==> src/rtl/sldf_pkg.sv <==
// types and constants shared by the sync/length deframer modules
// no dependencies
package sldf_pkg;

  localparam int unsigned LEN_WIDTH_DEF   = 32;
  localparam int unsigned QUEUE_DEPTH_DEF = 4;
  localparam logic [31:0] SYNC_WORD_RESET = 32'h0145_554E;
  localparam logic [2:0]  WINDOW_FULL     = 3'd4;

  localparam logic SEC_HEADER = 1'b0;
  localparam logic SEC_BINARY = 1'b1;

  // parser phases, one-hot
  typedef enum logic [5:0] {
    PH_HUNT = 6'b000001,
    PH_TYPE = 6'b000010,
    PH_HLEN = 6'b000100,
    PH_HDR  = 6'b001000,
    PH_BLEN = 6'b010000,
    PH_BIN  = 6'b100000
  } phase_t;

  typedef struct packed {
    logic [7:0] frame_type;
    logic       section;
    logic [7:0] payload_byte;
    logic       byte_valid;
    logic       frame_end;
  } res_t;

endpackage

==> src/rtl/sldf_front.sv <==
// front end: sync hunt, type and length parsing, tags each passed byte
// depends on sldf_pkg
module sldf_front import sldf_pkg::*; #(
  parameter int unsigned LEN_WIDTH = LEN_WIDTH_DEF
) (
  input  logic        clk,
  input  logic        rst,
  input  logic        cfg_we,
  input  logic [31:0] cfg_data,
  input  logic        take,
  input  logic [7:0]  data_byte,
  output logic        push,
  output res_t        res
);

  localparam logic [LEN_WIDTH-1:0] LEN_MAX = '1;
  localparam logic [LEN_WIDTH-1:0] LEN_ONE = LEN_WIDTH'(1);

  phase_t               phase, phase_next;
  logic [31:0]          sync_word;
  logic [31:0]          match_window, match_window_next;
  logic [2:0]           window_fill, window_fill_next;
  logic [7:0]           current_type, current_type_next;
  logic [31:0]          length_shift, length_shift_next;
  logic [1:0]           field_byte_count, field_byte_count_next;
  logic [LEN_WIDTH-1:0] bytes_remaining, bytes_remaining_next;

  logic [31:0]          len_full;
  logic [LEN_WIDTH-1:0] len_clamped;
  logic                 len_done;

  // length byte lands in its lane, little-endian
  always_comb begin
    len_full = length_shift;
    unique case (field_byte_count)
      2'd0:    len_full[7:0]   = data_byte;
      2'd1:    len_full[15:8]  = data_byte;
      2'd2:    len_full[23:16] = data_byte;
      default: len_full[31:24] = data_byte;
    endcase
    len_done    = (field_byte_count == 2'd3);
    len_clamped = (len_full > 32'(LEN_MAX)) ? LEN_MAX : len_full[LEN_WIDTH-1:0];
  end

  always_comb begin
    phase_next            = phase;
    match_window_next     = match_window;
    window_fill_next      = window_fill;
    current_type_next     = current_type;
    length_shift_next     = length_shift;
    field_byte_count_next = field_byte_count;
    bytes_remaining_next  = bytes_remaining;
    push                  = 1'b0;
    res.frame_type        = current_type;
    res.section           = SEC_HEADER;
    res.payload_byte      = data_byte;
    res.byte_valid        = 1'b1;
    res.frame_end         = 1'b0;

    unique case (phase)
      PH_TYPE: begin
        current_type_next     = data_byte;
        length_shift_next     = '0;
        field_byte_count_next = '0;
        phase_next            = PH_HLEN;
      end
      PH_HLEN: begin
        length_shift_next     = len_full;
        field_byte_count_next = field_byte_count + 2'd1;
        if (len_done) begin
          bytes_remaining_next = len_clamped;
          length_shift_next    = '0;
          phase_next           = (len_clamped == '0) ? PH_BLEN : PH_HDR;
        end
      end
      PH_HDR: begin
        push                 = 1'b1;
        bytes_remaining_next = bytes_remaining - LEN_ONE;
        if (bytes_remaining == LEN_ONE) begin
          length_shift_next     = '0;
          field_byte_count_next = '0;
          phase_next            = PH_BLEN;
        end
      end
      PH_BLEN: begin
        length_shift_next     = len_full;
        field_byte_count_next = field_byte_count + 2'd1;
        if (len_done) begin
          bytes_remaining_next = len_clamped;
          length_shift_next    = '0;
          if (len_clamped == '0) begin
            // bare frame end
            push                 = 1'b1;
            res.section          = SEC_BINARY;
            res.payload_byte     = '0;
            res.byte_valid       = 1'b0;
            res.frame_end        = 1'b1;
            phase_next           = PH_HUNT;
            match_window_next    = '0;
            window_fill_next     = '0;
            bytes_remaining_next = '0;
          end else begin
            phase_next = PH_BIN;
          end
        end
      end
      PH_BIN: begin
        push                 = 1'b1;
        res.section          = SEC_BINARY;
        bytes_remaining_next = bytes_remaining - LEN_ONE;
        if (bytes_remaining == LEN_ONE) begin
          res.frame_end        = 1'b1;
          phase_next           = PH_HUNT;
          match_window_next    = '0;
          window_fill_next     = '0;
          bytes_remaining_next = '0;
        end
      end
      default: begin
        // hunting, also any stray code
        match_window_next = {data_byte, match_window[31:8]};
        if (window_fill < WINDOW_FULL) begin
          window_fill_next = window_fill + 3'd1;
        end
        if (window_fill_next >= WINDOW_FULL && match_window_next == sync_word) begin
          match_window_next = '0;
          window_fill_next  = '0;
          phase_next        = PH_TYPE;
        end else begin
          phase_next = PH_HUNT;
        end
      end
    endcase
  end

  always_ff @(posedge clk) begin
    if (rst) begin
      sync_word <= SYNC_WORD_RESET;
    end else if (cfg_we) begin
      sync_word <= cfg_data;
    end
  end

  always_ff @(posedge clk) begin
    if (rst) begin
      phase            <= PH_HUNT;
      match_window     <= '0;
      window_fill      <= '0;
      current_type     <= '0;
      length_shift     <= '0;
      field_byte_count <= '0;
      bytes_remaining  <= '0;
    end else if (take) begin
      phase            <= phase_next;
      match_window     <= match_window_next;
      window_fill      <= window_fill_next;
      current_type     <= current_type_next;
      length_shift     <= length_shift_next;
      field_byte_count <= field_byte_count_next;
      bytes_remaining  <= bytes_remaining_next;
    end
  end

endmodule

==> src/rtl/sldf_queue.sv <==
// back end: short result queue that drives the output channel
// depends on sldf_pkg
module sldf_queue import sldf_pkg::*; #(
  parameter int unsigned DEPTH = QUEUE_DEPTH_DEF
) (
  input  logic clk,
  input  logic rst,
  input  logic push,
  input  res_t push_data,
  input  logic pop,
  output logic full,
  output logic head_valid,
  output res_t head
);

  localparam int unsigned PW = (DEPTH > 1) ? $clog2(DEPTH) : 1;
  localparam int unsigned CW = $clog2(DEPTH + 1);
  localparam logic [PW-1:0] PTR_LAST = PW'(DEPTH - 1);
  localparam logic [CW-1:0] CNT_FULL = CW'(DEPTH);

  res_t          mem [DEPTH];
  logic [PW-1:0] wr_ptr, rd_ptr;
  logic [CW-1:0] count;

  assign full       = (count == CNT_FULL);
  assign head_valid = (count != '0);
  assign head       = mem[rd_ptr];

  always_ff @(posedge clk) begin
    if (push) begin
      mem[wr_ptr] <= push_data;
    end
  end

  always_ff @(posedge clk) begin
    if (rst) begin
      wr_ptr <= '0;
      rd_ptr <= '0;
      count  <= '0;
    end else begin
      if (push) begin
        wr_ptr <= (wr_ptr == PTR_LAST) ? '0 : wr_ptr + PW'(1);
      end
      if (pop) begin
        rd_ptr <= (rd_ptr == PTR_LAST) ? '0 : rd_ptr + PW'(1);
      end
      unique case ({push, pop})
        2'b10:   count <= count + CW'(1);
        2'b01:   count <= count - CW'(1);
        default: count <= count;
      endcase
    end
  end

endmodule

==> src/rtl/sync_length_framed_deframer.sv <==
// Sync-word, length-prefixed frame deframer, one stream byte per word.
// Input channel: data_byte with in_valid/in_stall; a word is taken when
// in_valid is high and in_stall low. The parser hunts for the 4-byte sync
// word, reads a type byte, a little-endian 32-bit header length, the header
// bytes, a 32-bit binary length and the binary bytes.
// Output channel: frame_type, section, payload_byte, byte_valid, frame_end
// with out_valid/out_stall. Each header or binary byte yields one word; the
// last binary byte carries frame_end, and a zero binary length yields a bare
// frame end word with byte_valid low.
// Throughput: one byte per cycle while in_stall is low. A result queue
// (QUEUE_DEPTH words) registers each result between parser and output; when
// out_stall holds and the queue fills, in_stall rises and input stops.
// Configuration: cfg_data written with cfg_valid/cfg_ready (always ready),
// only while idle; this binds the user, and the block does not enforce it.
// Reset (rst, synchronous) restores the default sync word, empties the queue
// and restarts the hunt.
// depends on sldf_pkg, sldf_front, sldf_queue
module sync_length_framed_deframer import sldf_pkg::*; #(
  parameter int unsigned LEN_WIDTH   = LEN_WIDTH_DEF,
  parameter int unsigned QUEUE_DEPTH = QUEUE_DEPTH_DEF
) (
  input  logic        clk,
  input  logic        rst,
  input  logic        cfg_valid,
  output logic        cfg_ready,
  input  logic [31:0] cfg_data,
  input  logic        in_valid,
  output logic        in_stall,
  input  logic [7:0]  data_byte,
  output logic        out_valid,
  input  logic        out_stall,
  output logic [7:0]  frame_type,
  output logic        section,
  output logic [7:0]  payload_byte,
  output logic        byte_valid,
  output logic        frame_end
);

  logic take, push, pop, full;
  res_t res, head;

  assign cfg_ready = 1'b1;
  assign take      = in_valid && !in_stall;
  assign pop       = out_valid && !out_stall;
  assign in_stall  = full;

  sldf_front #(
    .LEN_WIDTH(LEN_WIDTH)
  ) u_front (
    .clk       (clk),
    .rst       (rst),
    .cfg_we    (cfg_valid && cfg_ready),
    .cfg_data  (cfg_data),
    .take      (take),
    .data_byte (data_byte),
    .push      (push),
    .res       (res)
  );

  sldf_queue #(
    .DEPTH(QUEUE_DEPTH)
  ) u_queue (
    .clk        (clk),
    .rst        (rst),
    .push       (push && take),
    .push_data  (res),
    .pop        (pop),
    .full       (full),
    .head_valid (out_valid),
    .head       (head)
  );

  assign frame_type   = head.frame_type;
  assign section      = head.section;
  assign payload_byte = head.payload_byte;
  assign byte_valid   = head.byte_valid;
  assign frame_end    = head.frame_end;

  // a full queue always has a word to offer
  a_stall_has_data: assert property (@(posedge clk) disable iff (rst)
    in_stall |-> out_valid) else $error("input stalled with empty queue");

  a_reset_empty: assert property (@(posedge clk)
    $past(rst) |-> !out_valid) else $error("output valid right after reset");

  a_end_is_binary: assert property (@(posedge clk) disable iff (rst)
    (out_valid && frame_end) |-> section == SEC_BINARY)
    else $error("frame end outside binary section");

  a_bare_is_end: assert property (@(posedge clk) disable iff (rst)
    (out_valid && !byte_valid) |-> (frame_end && payload_byte == '0))
    else $error("empty word that is not a bare frame end");

endmodule
==> config.mk <==
export PLATFORM = sky130hd
export DESIGN_NAME = sync_length_framed_deframer
export DESIGN_NICKNAME = d
export VERILOG_FILES = /design/src/rtl/sldf_pkg.sv /design/src/rtl/sldf_front.sv /design/src/rtl/sldf_queue.sv /design/src/rtl/sync_length_framed_deframer.sv
export SDC_FILE = /design/constraint.sdc
export NUM_CORES = 1
export LEC_CHECK = 0
export BUFFER_PORTS_ARGS = -buffer_cell sky130_fd_sc_hd__buf_2
export CAP_MARGIN = 20
export CORE_ASPECT_RATIO = 2
export CORE_MARGIN = 5
export CORE_UTILIZATION = 60
export DETAILED_ROUTE_END_ITERATION = 6
export PLACE_DENSITY = 0.79
export SLEW_MARGIN = 10
export SYNTH_ARGS = -nofsm -noshare
export SYNTH_HDL_FRONTEND = slang
export SYNTH_HIERARCHICAL = 1
export SYNTH_SLANG_ARGS = --single-unit
==> constraint.sdc <==
create_clock -name clk -period 5.15 [get_ports clk]
set_input_delay 0.515 -clock clk [delete_from_list [all_inputs] [get_ports clk]]
set_output_delay 0.515 -clock clk [all_outputs]
set_load 0.02 [all_outputs]
==> impl_results.md, run 1 <==
* N_diodes at 0
* Core area at 16,700 µm²
* GR Util met3 at between 2 and 3%
* EDFF count, synth at 76
* Post-CTS Resized at 0
* WP depth at 16
* # rows at 67
* Gr usage total at 26.3%
* Worst hold path type: in -> reg
* Pwr dens at roughly 300 nW/µm²
* Number of DRC markers in iteration 0 at roughly 690
* CP bufs+invs at 2
* Fin crit share at around nine tenths
* Peak supply drop at about 0.30 mV
* I/O pins at 67
* CTS clk-pin slew, worst paths at around 70 ps
* Setup CP Type: reg -> reg
* First-pass GRT wire length at 40,000 µm
* Crit path time final at approximately 4500 ps
* Share of layout cells above drive strength 1 at ~15%
* R2R Setup Slk at 610 ps
* Worst relative slew slack at a little under a third
* Final core utilization at 66.3%
* PortBufs at 65
* Slew @ Worst Pin at slightly above 1000 ps
* Die area at slightly below 20,000 µm²
* Flop and latch count out of synthesis at 224
* Post-Place Cell Area at 10,500 µm²
* Fin nets at 1,010
* Root buffer cell: clkbuf_16
* DR pass1 iterations at 5
* Critical path arrival at a little under 5000 ps
* Fmax at about 0.22 GHz
* Final Power at 0.00337 W
* Routed wire per std cell at between 20 and 25 µm
* Mapped Nets at a little under 1,000
* Met2 usage at a little under half
* Hold_ws at between 200 and 250 ps
* Busiest grt layer: met2
* Final Setup Violations at 0
* CP Max Fanout at 17
* Synth top area cells: dfxtp_1 29%, edfxtp_1 23%, mux2i_1 7.3%, nor2_1 3.3%, xnor2_1 2.9%
* Via Count at between 7,000 and 8,000
* Worst-path cell chain: inv_1 > ha_1 > nor4b_1 > o21ai_0 > nor4_1 > nand4_1 > nor2_1 > nand2_1 > nand2b_1 > and3b_1 > inv_1 > ha_1 > fa_1 > xnor2_1 > or3_1 > a21oi_1
* CTS Hold Buffers Added at 0
* Global-route met1 utilization at roughly 27%
* Synth area leader: dfxtp_1
* Seq/Total Area, Yosys at 51.9%
* CP required at 5560 ps
* Cells after Synth at 919
* Clock Sink Count at 224
* TritonCTS Buffers at 19
* Fin. Hold Viols at 0
* Critical Path End Type: flop
* Crit path launch type: flop
* Delay-heaviest family, CP: simple AND/OR/NAND/NOR gates
* FF-to-FF End: u_queue/count[2]$_SDFFE_PP0P_
* Commonest cells in the netlist: 148 x dfxtp_1, 89 x nor2_1, 76 x edfxtp_1, 74 x mux2i_1, 47 x clkbuf_1
* Ys async rst share at 0%
* CTS tree: built
* Hpwl dp at ~18,000 µm
* Largest net degree at the start of global routing at a little under 50
* Post-synthesis cell type count at 70
* Worst Setup SP: u_front/field_byte_count[0]$_SDFFE_PP0P_
* Placer congestion estimate at a little under 1
* Antenna-violating nets left at 0
* Post-CTS Setup Bufs at 0
* Final wirelength at 25,800 µm
* Reg2reg start: u_front/field_byte_count[0]$_SDFFE_PP0P_
* Fin Setup TNS at 0 ps
* Yosys top cell area share at between 20% and 30%
* Lkg Pwr at 4.03 nW
* Vias in the first global route at between 7,000 and 8,000
* Max Root-Sink Buffers at 3
* Ys flop type: dfxtp_1
* Clock latency at the later pin of the worst-skew pair at roughly 490 ps
* CTS H-Tree Depth at 1
* Vert. Die Dim at around 190 µm
* Initial Util at between 60% and 70%
* Post-Syn Area per Cell at 11.0 µm²
* Synth warn at 6
* Residual DRC count at 0
* Gr ovfl total at 0
* Cells on worst reg2reg path at 16
* Worst path max stage delay at 660 ps
* Final Slew Violations at 0
* Slowest cell on the critical path: ha_1
* Initial antenna violation count at 0
* Setup Skew at between 10 and 15 ps
* Setup crit end: u_queue/count[2]$_SDFFE_PP0P_
* Status: finished, final reports clean
* Die X at 102 µm
* Area grow syn2layout at 9.57%
* Design area at approximately 11,000 µm²
* Mapped cell area at roughly 10,000 µm²
* RSZ-0062 raised after global routing: no
* Max-cap viol count at 0
* Top-count cell post-synth: dfxtp_1
* Vias per cell at between 6 and 7
## metal layers
layer  wire (µm)  part of all wire [%]
met5           0                     0
met4        2020                   7.9
met1        8520                    33
met2       13900                    54
met3        1340                   5.2
## tightest hold or removal path: stages
cell and delay [ps]:
buf_2 70, mux2i_1 50, nand2_1 60
## report_power, final
part	total, W	internal (W)	switching [W]
logic	0.000152	0.0000603	0.0000919
registers	0.00187	0.00184	0.0000226
clock network	0.00135	0.000734	0.000620
## registers in the layout (all words and copies together) (netlist names), 6 cells and up, named ones only
signal                   flops
u_front/bytes_remaining     32
u_front/current_type         8
u_front/length_shift        32
u_front/match_window        24
u_front/phase                6
u_front/sync_word           32
u_queue/mem                 76
## area by class of cell
type	instances	area (µm²)
tap	207	259
timing repair buffer	81	445
inverter	15	56.3
fill	1352	5620
clock buffer	21	483
multi-input combinational	610	4480
clock inverter	12	93.8
sequential	224	5250
## worst min path at each step
| stage | startpoint | endpoint | slack, ps | depth (start not counted) |
|---|---|---|---|---|
| 4_1_cts | cfg_data[1] | u_front/sync_word[1]$_SDFFE_PP1P_ | 230 | 3 |
| 3_3_place_gp | u_front/length_shift[29]$_SDFFE_PP0P_ | u_front/length_shift[29]$_SDFFE_PP0P_ | 440 | 1 |
| 3_5_place_dp | u_front/length_shift[9]$_SDFFE_PP0P_ | u_front/length_shift[9]$_SDFFE_PP0P_ | 450 | 2 |
| 6_report | cfg_data[1] | u_front/sync_word[1]$_SDFFE_PP1P_ | 250 | 3 |
| 2_1_floorplan | u_front/length_shift[25]$_SDFFE_PP0P_ | u_front/length_shift[25]$_SDFFE_PP0P_ | 430 | 1 |
| 5_1_grt | cfg_data[3] | u_front/sync_word[3]$_SDFFE_PP1P_ | 260 | 3 |
## layout by cell type, fill, tap and decap left out, drive strengths merged, types with 4 or more instances in the layout
cell | netlist | layout
nand2 | 45 | 45
or3 | 17 | 17
inv | 14 | 16
buf | 23 | 81
nand2b | 4 | 4
clkinv | 1 | 7
or2 | 4 | 4
a22o | 25 | 25
nor3b | 8 | 8
nor2b | 6 | 6
nor4 | 18 | 18
mux4 | 19 | 19
dfxtp | 148 | 148
nor3 | 34 | 34
o21ai | 30 | 30
a22oi | 30 | 30
o211ai | 20 | 20
o22ai | 6 | 6
nand4 | 13 | 13
a21oi | 27 | 27
ha | 13 | 13
xnor2 | 33 | 33
a31oi | 7 | 7
nor2 | 90 | 90
mux2i | 74 | 74
nand3 | 19 | 19
and2 | 13 | 13
or4 | 11 | 11
clkbuf | 47 | 21
edfxtp | 76 | 76
xor2 | 7 | 7
## cells by family (layout without fill, tap and decap cells)
kind of cell	count (synthesis)	in the layout	share of synthesized area [%]
other	1	1	0.0371
adders and majority gates	14	14	1.81
and+or+nand+nor	294	294	15.4
AOI/OAI and AO/OA	167	167	11.5
buffers and inverters	85	129	3.79
xor gates and xnor gates	40	40	3.47
DFF	224	224	51.9
muxes	94	94	12.0
## per-stage QoR
| step | setup slack, ps | std cells |
|---|---|---|
| after floorplan | 1570 | 919 |
| after detailed placement | 740 | 1137 |
| after CTS | 691 | 1170 |
| after global routing | 394 | 1170 |
| after global placement | 859 | 1137 |
| final | 614 | 1170 |
No activity file was read; power rests on OpenSTA's default activity.
==> run 2: changes to the inputs <==
--- a/config.mk
+++ b/config.mk
@@ -6,12 +6,11 @@
 export NUM_CORES = 1
 export LEC_CHECK = 0
 export BUFFER_PORTS_ARGS = -buffer_cell sky130_fd_sc_hd__buf_2
-export CAP_MARGIN = 20
 export CORE_ASPECT_RATIO = 2
 export CORE_MARGIN = 5
 export CORE_UTILIZATION = 60
 export DETAILED_ROUTE_END_ITERATION = 6
-export PLACE_DENSITY = 0.79
+export PLACE_DENSITY = 0.89
 export SLEW_MARGIN = 10
 export SYNTH_ARGS = -nofsm -noshare
 export SYNTH_HDL_FRONTEND = slang
==> run 2 against run 1 <==
Via count grew 2.1%. First-iteration DRC count grew 12%. Clock skew grew 0.59 ps. Combinational power is essentially flat. Maximum frequency grew 0.10%. Sequential cell count is the same. Cell count is the same. Non-clock buffer count shrank 1. Sequential share of layout area is essentially flat. Worst setup slack gained 4.6 ps. Critical endpoint unchanged.
==> impl_results.md, run 2 (synthesis results as in run 1) <==
* Status: finished, final reports clean (unchanged)
* First-pass GRT wire length at 41,300 µm (was 40,000 µm)
* Delay-heaviest family, CP: simple AND/OR/NAND/NOR gates (unchanged)
* Core area at 16,700 µm² (unchanged)
* Slowest cell on the critical path: ha_1 (unchanged)
* Max-cap viol count at 0 (unchanged)
* Die area at 19,700 µm² (unchanged)
* Clock Sink Count at 224 (unchanged)
* TritonCTS Buffers at 19 (unchanged)
* Initial Util at 60.5% (unchanged)
* Pwr dens at 306 nW/µm² (was 305 nW/µm²)
* Worst Setup SP: u_front/field_byte_count[0]$_SDFFE_PP0P_ (unchanged)
* Combinational Power Share at 4.6% (was 4.5%)
* Fmax at 0.221 GHz (was 0.220 GHz)
* CTS Hold Buffers Added at 0 (unchanged)
* Max Root-Sink Buffers at 3 (unchanged)
* Setup Skew at 13.2 ps (was 12.6 ps)
* N_diodes at 0 (unchanged)
* Placer congestion estimate at 0.981 (was 0.960)
* Worst relative slew slack at 31.2% (about the same)
* Gr ovfl total at 0 (unchanged)
* Cells on worst reg2reg path at 16 (unchanged)
* Sw Ratio at 22.1% (was 21.8%)
* Final Slew Violations at 0 (unchanged)
* Hold path cells at 3 (unchanged)
* R2R Setup Slk at 620 ps (was 610 ps)
* Fin. Hold Viols at 0 (unchanged)
* CTS tree: built (unchanged)
* Share of layout cells above drive strength 1 at 15.2% (was 15.0%)
* Hpwl dp at 18,600 µm (was 18,300 µm)
* Crit path time final at 4530 ps (was 4540 ps)
* Vias in the first global route at 7,731 (was 7,474)
* Worst-path cell chain: inv_1 > ha_1 > nor4b_1 > o21ai_0 > nor4_1 > nand4_1 > nor2_1 > nand2_1 > nand2b_1 > and3b_1 > inv_1 > ha_1 > fa_1 > xnor2_1 > or3_1 > a21oi_1 (unchanged)
* Most frequent cells in the layout: 148 x dfxtp_1, 89 x nor2_1, 76 x edfxtp_1 (unchanged)
* Critical path arrival at 4950 ps (was 4940 ps)
* Fin crit share at 88.0% (was 88.1%)
* CP bufs+invs at 2 (unchanged)
* Area grow syn2layout at 9.59% (was 9.57%)
* DR pass1 iterations at 7 (was 5)
* Min-delay src: cfg_data[12] (was cfg_data[1])
* Gr usage total at 26.9% (was 26.3%)
* Hold_ws at 232 ps (was 246 ps)
* Slew @ Worst Pin at 1030 ps (about the same)
* Final Setup Violations at 0 (unchanged)
* RSZ-0062 raised after global routing: no (unchanged)
* CTS clk-pin slew, worst paths at 70 ps (about the same)
* CP required at 5560 ps (about the same)
* Most common cell after layout, fill and taps aside: dfxtp_1 (unchanged)
* Routed wire per std cell at 22.5 µm (was 22.0 µm)
* FF-to-FF End: u_queue/count[2]$_SDFFE_PP0P_ (unchanged)
* Via Count at 7,627 (was 7,469)
* Lkg Pwr at 4.03 nW (about the same)
* CTS H-Tree Depth at 1 (unchanged)
* PortBufs at 65 (unchanged)
* I/O pins at 67 (unchanged)
* Largest net degree at the start of global routing at 53 (was 49)
* Net load switching power at 0.000749 W (was 0.000734 W)
* Post-CTS Resized at 0 (unchanged)
* Worst path max stage delay at 640 ps (was 660 ps)
* P_int at 0.00264 W (about the same)
* Initial antenna violation count at 0 (unchanged)
* # rows at 67 (unchanged)
* Reg2reg start: u_front/field_byte_count[0]$_SDFFE_PP0P_ (unchanged)
* Root buffer cell: clkbuf_16 (unchanged)
* Setup CP Type: reg -> reg (unchanged)
* Crit path launch type: flop (unchanged)
* Die X at 102 µm (unchanged)
* Reg power frac at 55.0% (was 55.3%)
* Vert. Die Dim at 193 µm (unchanged)
* Max reg flops at 76 (unchanged)
* Critical Path End Type: flop (unchanged)
* Hold Path Sink: u_front/sync_word[12]$_SDFFE_PP1P_ (was u_front/sync_word[1]$_SDFFE_PP1P_)
* CP Max Fanout at 17 (unchanged)
* Post-CTS Setup Bufs at 0 (unchanged)
* Fillers at 1,228 (was 1,352)
* Fin nets at 1,009 (was 1,010)
* Clock group share of total power at 40.4% (was 40.1%)
* Final wirelength at 26,300 µm (was 25,800 µm)
* Worst hold path type: in -> reg (unchanged)
* Post-Place Cells at 1,136 (was 1,137)
* Clock latency at the later pin of the worst-skew pair at 500 ps (was 490 ps)
* Vias per cell at 6.52 (was 6.38)
* Non-Filler Instances at 1,170 (unchanged)
* Number of DRC markers in iteration 0 at 776 (was 692)
* Antenna-violating nets left at 0 (unchanged)
* Residual DRC count at 0 (unchanged)
* Peak supply drop at 0.354 mV (was 0.301 mV)
* Fin Setup TNS at 0 ps (unchanged)
* Largest Register: u_queue/mem (unchanged)
[run 2: area by class of cell]
class,count,area [µm²],share of cell area (%)
Clock buffer,21,483,4.36
Clock inverter,13,104,0.938
Inverter,15,56.3,0.509
Multi-Input combinational cell,610,4480,40.5
Sequential cell,224,5250,47.4
Tap cell,207,259,2.34
Timing Repair Buffer,80,438,3.96
[run 2: worst register-to-register path, stage by stage, from the launching register on]
cell,delay (ps)
dfxtp_1,350
inv_1,110
ha_1,640
nor4b_1,370
o21ai_0,150
nor4_1,290
nand4_1,330
nor2_1,250
nand2_1,190
nand2b_1,160
and3b_1,300
inv_1,100
ha_1,240
fa_1,380
xnor2_1,140
or3_1,300
a21oi_1,150
[run 2: worst max path at each step]
stage | to | cells past startpoint
after floorplan | u_queue/count[2]$_SDFFE_PP0P_ | 17
after global placement | u_queue/count[2]$_SDFFE_PP0P_ | 15
after detailed placement | u_queue/count[2]$_SDFFE_PP0P_ | 16
after CTS | u_queue/count[2]$_SDFFE_PP0P_ | 16
after global routing | u_queue/count[2]$_SDFFE_PP0P_ | 16
final | u_queue/count[2]$_SDFFE_PP0P_ | 16
[run 2: metrics by stage]
| stage | area, µm² | utilization, % | setup WS [ps] | power, W |
|---|---|---|---|---|
| 5_1_grt | 11100 | 66.3 | 242 | 0.00350 |
| 6_report | 11100 | 66.3 | 619 | 0.00339 |
| 3_5_place_dp | 10500 | 62.8 | 755 | 0.00206 |
| 3_3_place_gp | 10500 | 62.8 | 976 | 0.00205 |
| 4_1_cts | 11100 | 66.3 | 709 | 0.00341 |
| 2_1_floorplan | 10100 | - | 1570 | 0.00200 |
[run 2: power by group through the flow]
stage               Clock, W  Sequential, W  Combinational [W]
floorplan                  0        0.00190           0.000105
global placement           0        0.00190           0.000146
detailed placement         0        0.00190           0.000151
CTS                  0.00139        0.00186           0.000152
global route         0.00146        0.00187           0.000168
finish               0.00137        0.00187           0.000155
[run 2: metal layers]
layer | GRT usage, % | wire, µm | part of all wire (%)
met2 | 47.8 | 14000 | 53
met3 | 3.57 | 1440 | 5.5
met1 | 27.4 | 8430 | 32
met5 | 0 | 0 | 0
met4 | 20.5 | 2440 | 9.3
==> run 3: changes to the inputs <==
--- a/config.mk
+++ b/config.mk
@@ -8,9 +8,9 @@
 export BUFFER_PORTS_ARGS = -buffer_cell sky130_fd_sc_hd__buf_2
 export CORE_ASPECT_RATIO = 2
 export CORE_MARGIN = 5
-export CORE_UTILIZATION = 60
+export CORE_UTILIZATION = 50
 export DETAILED_ROUTE_END_ITERATION = 6
-export PLACE_DENSITY = 0.89
+export PLACE_DENSITY = 0.78
 export SLEW_MARGIN = 10
 export SYNTH_ARGS = -nofsm -noshare
 export SYNTH_HDL_FRONTEND = slang
==> run 3 against run 2 <==
Cell count grew 4.8%. Wire length shrank 3.5%. Global-route usage shrank 5.7 points. Sequential power is essentially flat. Via count shrank 2.1%. Combinational power is essentially flat. Sequential cell count is the same. Largest power group unchanged.
==> impl_results.md, run 3 (synthesis results as in run 1) <==
* CTS clk-pin slew, worst paths at 70 ps (about the same)
* Crit path time final at 4230 ps (was 4530 ps)
* N_diodes at 0 (unchanged)
* Critical Path End Type: flop (unchanged)
* Vias per cell at 6.09 (was 6.52)
* Crit path launch type: flop (unchanged)
* Largest net degree at the start of global routing at 78 (was 53)
* Cells on worst reg2reg path at 16 (unchanged)
* Fin crit share at 82.1% (was 88.0%)
* Max-cap viol count at 0 (unchanged)
* FF-to-FF End: u_queue/count[2]$_SDFFE_PP0P_ (unchanged)
* Most frequent cells in the layout: 148 x dfxtp_1, 89 x nor2_1, 76 x edfxtp_1 (unchanged)
* Hpwl dp at 18,100 µm (was 18,600 µm)
* Final Setup Violations at 0 (unchanged)
* Root buffer cell: clkbuf_16 (unchanged)
* Max reg flops at 76 (unchanged)
* Hold path cells at 3 (unchanged)
* # rows at 73 (was 67)
* CTS tree: built (unchanged)
* Core area at 19,900 µm² (was 16,700 µm²)
* Gr ovfl total at 0 (unchanged)
* Worst relative slew slack at 32.0% (was 31.2%)
* Final Slew Violations at 0 (unchanged)
* Via Count at 7,464 (was 7,627)
* Peak supply drop at 0.359 mV (was 0.354 mV)
* Clock latency at the later pin of the worst-skew pair at 500 ps (about the same)
* Post-CTS Setup Bufs at 0 (unchanged)
* Initial Util at 50.7% (was 60.5%)
* Fin. Hold Viols at 0 (unchanged)
* Critical path arrival at 4640 ps (was 4950 ps)
* Post-CTS Resized at 0 (unchanged)
* Setup CP Type: reg -> reg (unchanged)
* DR pass1 iterations at 6 (was 7)
* Placer congestion estimate at 0.968 (was 0.981)
* Vias in the first global route at 7,387 (was 7,731)
* Area grow syn2layout at 10.9% (was 9.59%)
* TritonCTS Buffers at 20 (was 19)
* Final core utilization at 56.2% (was 66.3%)
* Residual DRC count at 0 (unchanged)
* Status: finished, final reports clean (unchanged)
* Setup Skew at 13.7 ps (was 13.2 ps)
* Final worst setup slack at 921 ps (was 619 ps)
* Lkg Pwr at 4.06 nW (was 4.03 nW)
* Max Root-Sink Buffers at 3 (unchanged)
* Die area at 23,300 µm² (was 19,700 µm²)
* Gr usage total at 21.2% (was 26.9%)
* Final wirelength at 25,400 µm (was 26,300 µm)
* PortBufs at 65 (unchanged)
* Fin Setup TNS at 0 ps (unchanged)
* Hold_ws at 237 ps (was 232 ps)
* I/O pins at 67 (unchanged)
* CTS H-Tree Depth at 1 (unchanged)
* Min-delay src: cfg_data[24] (was cfg_data[12])
* CTS Hold Buffers Added at 0 (unchanged)
* Pre-CTS WS at 987 ps (was 755 ps)
* Fmax at 0.236 GHz (was 0.221 GHz)
* Fin nets at 1,009 (unchanged)
* Slew @ Worst Pin at 1020 ps (was 1030 ps)
* Most common cell after layout, fill and taps aside: dfxtp_1 (unchanged)
* CP required at 5560 ps (about the same)
* Pwr dens at 313 nW/µm² (was 306 nW/µm²)
* R2R Setup Slk at 920 ps (was 620 ps)
* Initial antenna violation count at 0 (unchanged)
* Clock Sink Count at 224 (unchanged)
* Worst hold path type: in -> reg (unchanged)
* CP Max Fanout at 17 (unchanged)
* Reg2reg start: u_front/field_byte_count[0]$_SDFFE_PP0P_ (unchanged)
* Vert. Die Dim at 211 µm (was 193 µm)
* Hold Path Sink: u_front/sync_word[24]$_SDFFE_PP1P_ (was u_front/sync_word[12]$_SDFFE_PP1P_)
* Final Power at 0.00350 W (was 0.00339 W)
* Routed wire per std cell at 20.7 µm (was 22.5 µm)
* Antenna-violating nets left at 0 (unchanged)
* Share of layout cells above drive strength 1 at 14.9% (was 15.2%)
* Number of DRC markers in iteration 0 at 608 (was 776)
* RSZ-0062 raised after global routing: no (unchanged)
* First-pass GRT wire length at 39,500 µm (was 41,300 µm)
* Die X at 110 µm (was 102 µm)
* Largest Register: u_queue/mem (unchanged)
-- run 3: cell types whose count changed in the layout (fill, tap and decap cells not counted), sizes merged --
cell      before  now
clkbuf        21   27
clkinvlp       4    1
bufinv         1    2
inv           18   15
clkinv         5    6
buf           80   79
-- run 3: worst max-delay path: stages, from the launching register on --
cell and delay, ps:
dfxtp_1 340, inv_1 110, ha_1 600, nor4b_1 300, o21ai_0 150, nor4_1 270, nand4_1 310, nor2_1 210
nand2_1 170, nand2b_1 110, and3b_1 270, inv_1 90, ha_1 240, fa_1 380, xnor2_1 140, or3_1 310
a21oi_1 150
-- run 3: worst max-delay path by stage --
stage	from	to	cells after the start
after floorplan	u_front/field_byte_count[1]$_SDFFE_PP0P_	u_queue/count[2]$_SDFFE_PP0P_	17
after global placement	u_front/field_byte_count[0]$_SDFFE_PP0P_	u_queue/count[2]$_SDFFE_PP0P_	16
after detailed placement	u_front/field_byte_count[0]$_SDFFE_PP0P_	u_queue/count[2]$_SDFFE_PP0P_	16
after CTS	u_front/field_byte_count[0]$_SDFFE_PP0P_	u_queue/count[2]$_SDFFE_PP0P_	16
after global routing	u_front/field_byte_count[0]$_SDFFE_PP0P_	u_queue/count[2]$_SDFFE_PP0P_	16
final	u_front/field_byte_count[0]$_SDFFE_PP0P_	u_queue/count[2]$_SDFFE_PP0P_	16
-- run 3: through the flow --
stage / instances / area, µm²
finish: 1226 / 11200
global route: 1226 / 11200
CTS: 1226 / 11200
floorplan: 919 / 10100
global placement: 1190 / 10500
detailed placement: 1190 / 10500
-- run 3: cell type report --
class	count	area [µm²]
clock buffers	27	558
clock inverters	9	97.6
fillers	1724	8710
inverters	15	56.3
multi-input cells	610	4480
flip-flops and latches	224	5250
well taps	262	328
repair buffers	79	430
-- run 3: routing by layer --
layer	share of wire (%)	wire length [µm]	vias up	global-route usage (%)
li1	-	-	3468	-
met1	34	8570	3594	21.0
met2	53	13400	298	39.7
met3	4.8	1220	104	2.75
met4	8.7	2210	0	15.9
met5	0	0	-	0
-- run 3: where the power goes --
group	switching [W]	leakage [nW]	total (W)	internal, W
clock network	0.000621	0.322	0.00149	0.000864
registers	0.0000230	1.90	0.00187	0.00184
logic	0.0000930	1.84	0.000153	0.0000598
total	0.000737	4.06	0.00350	0.00277
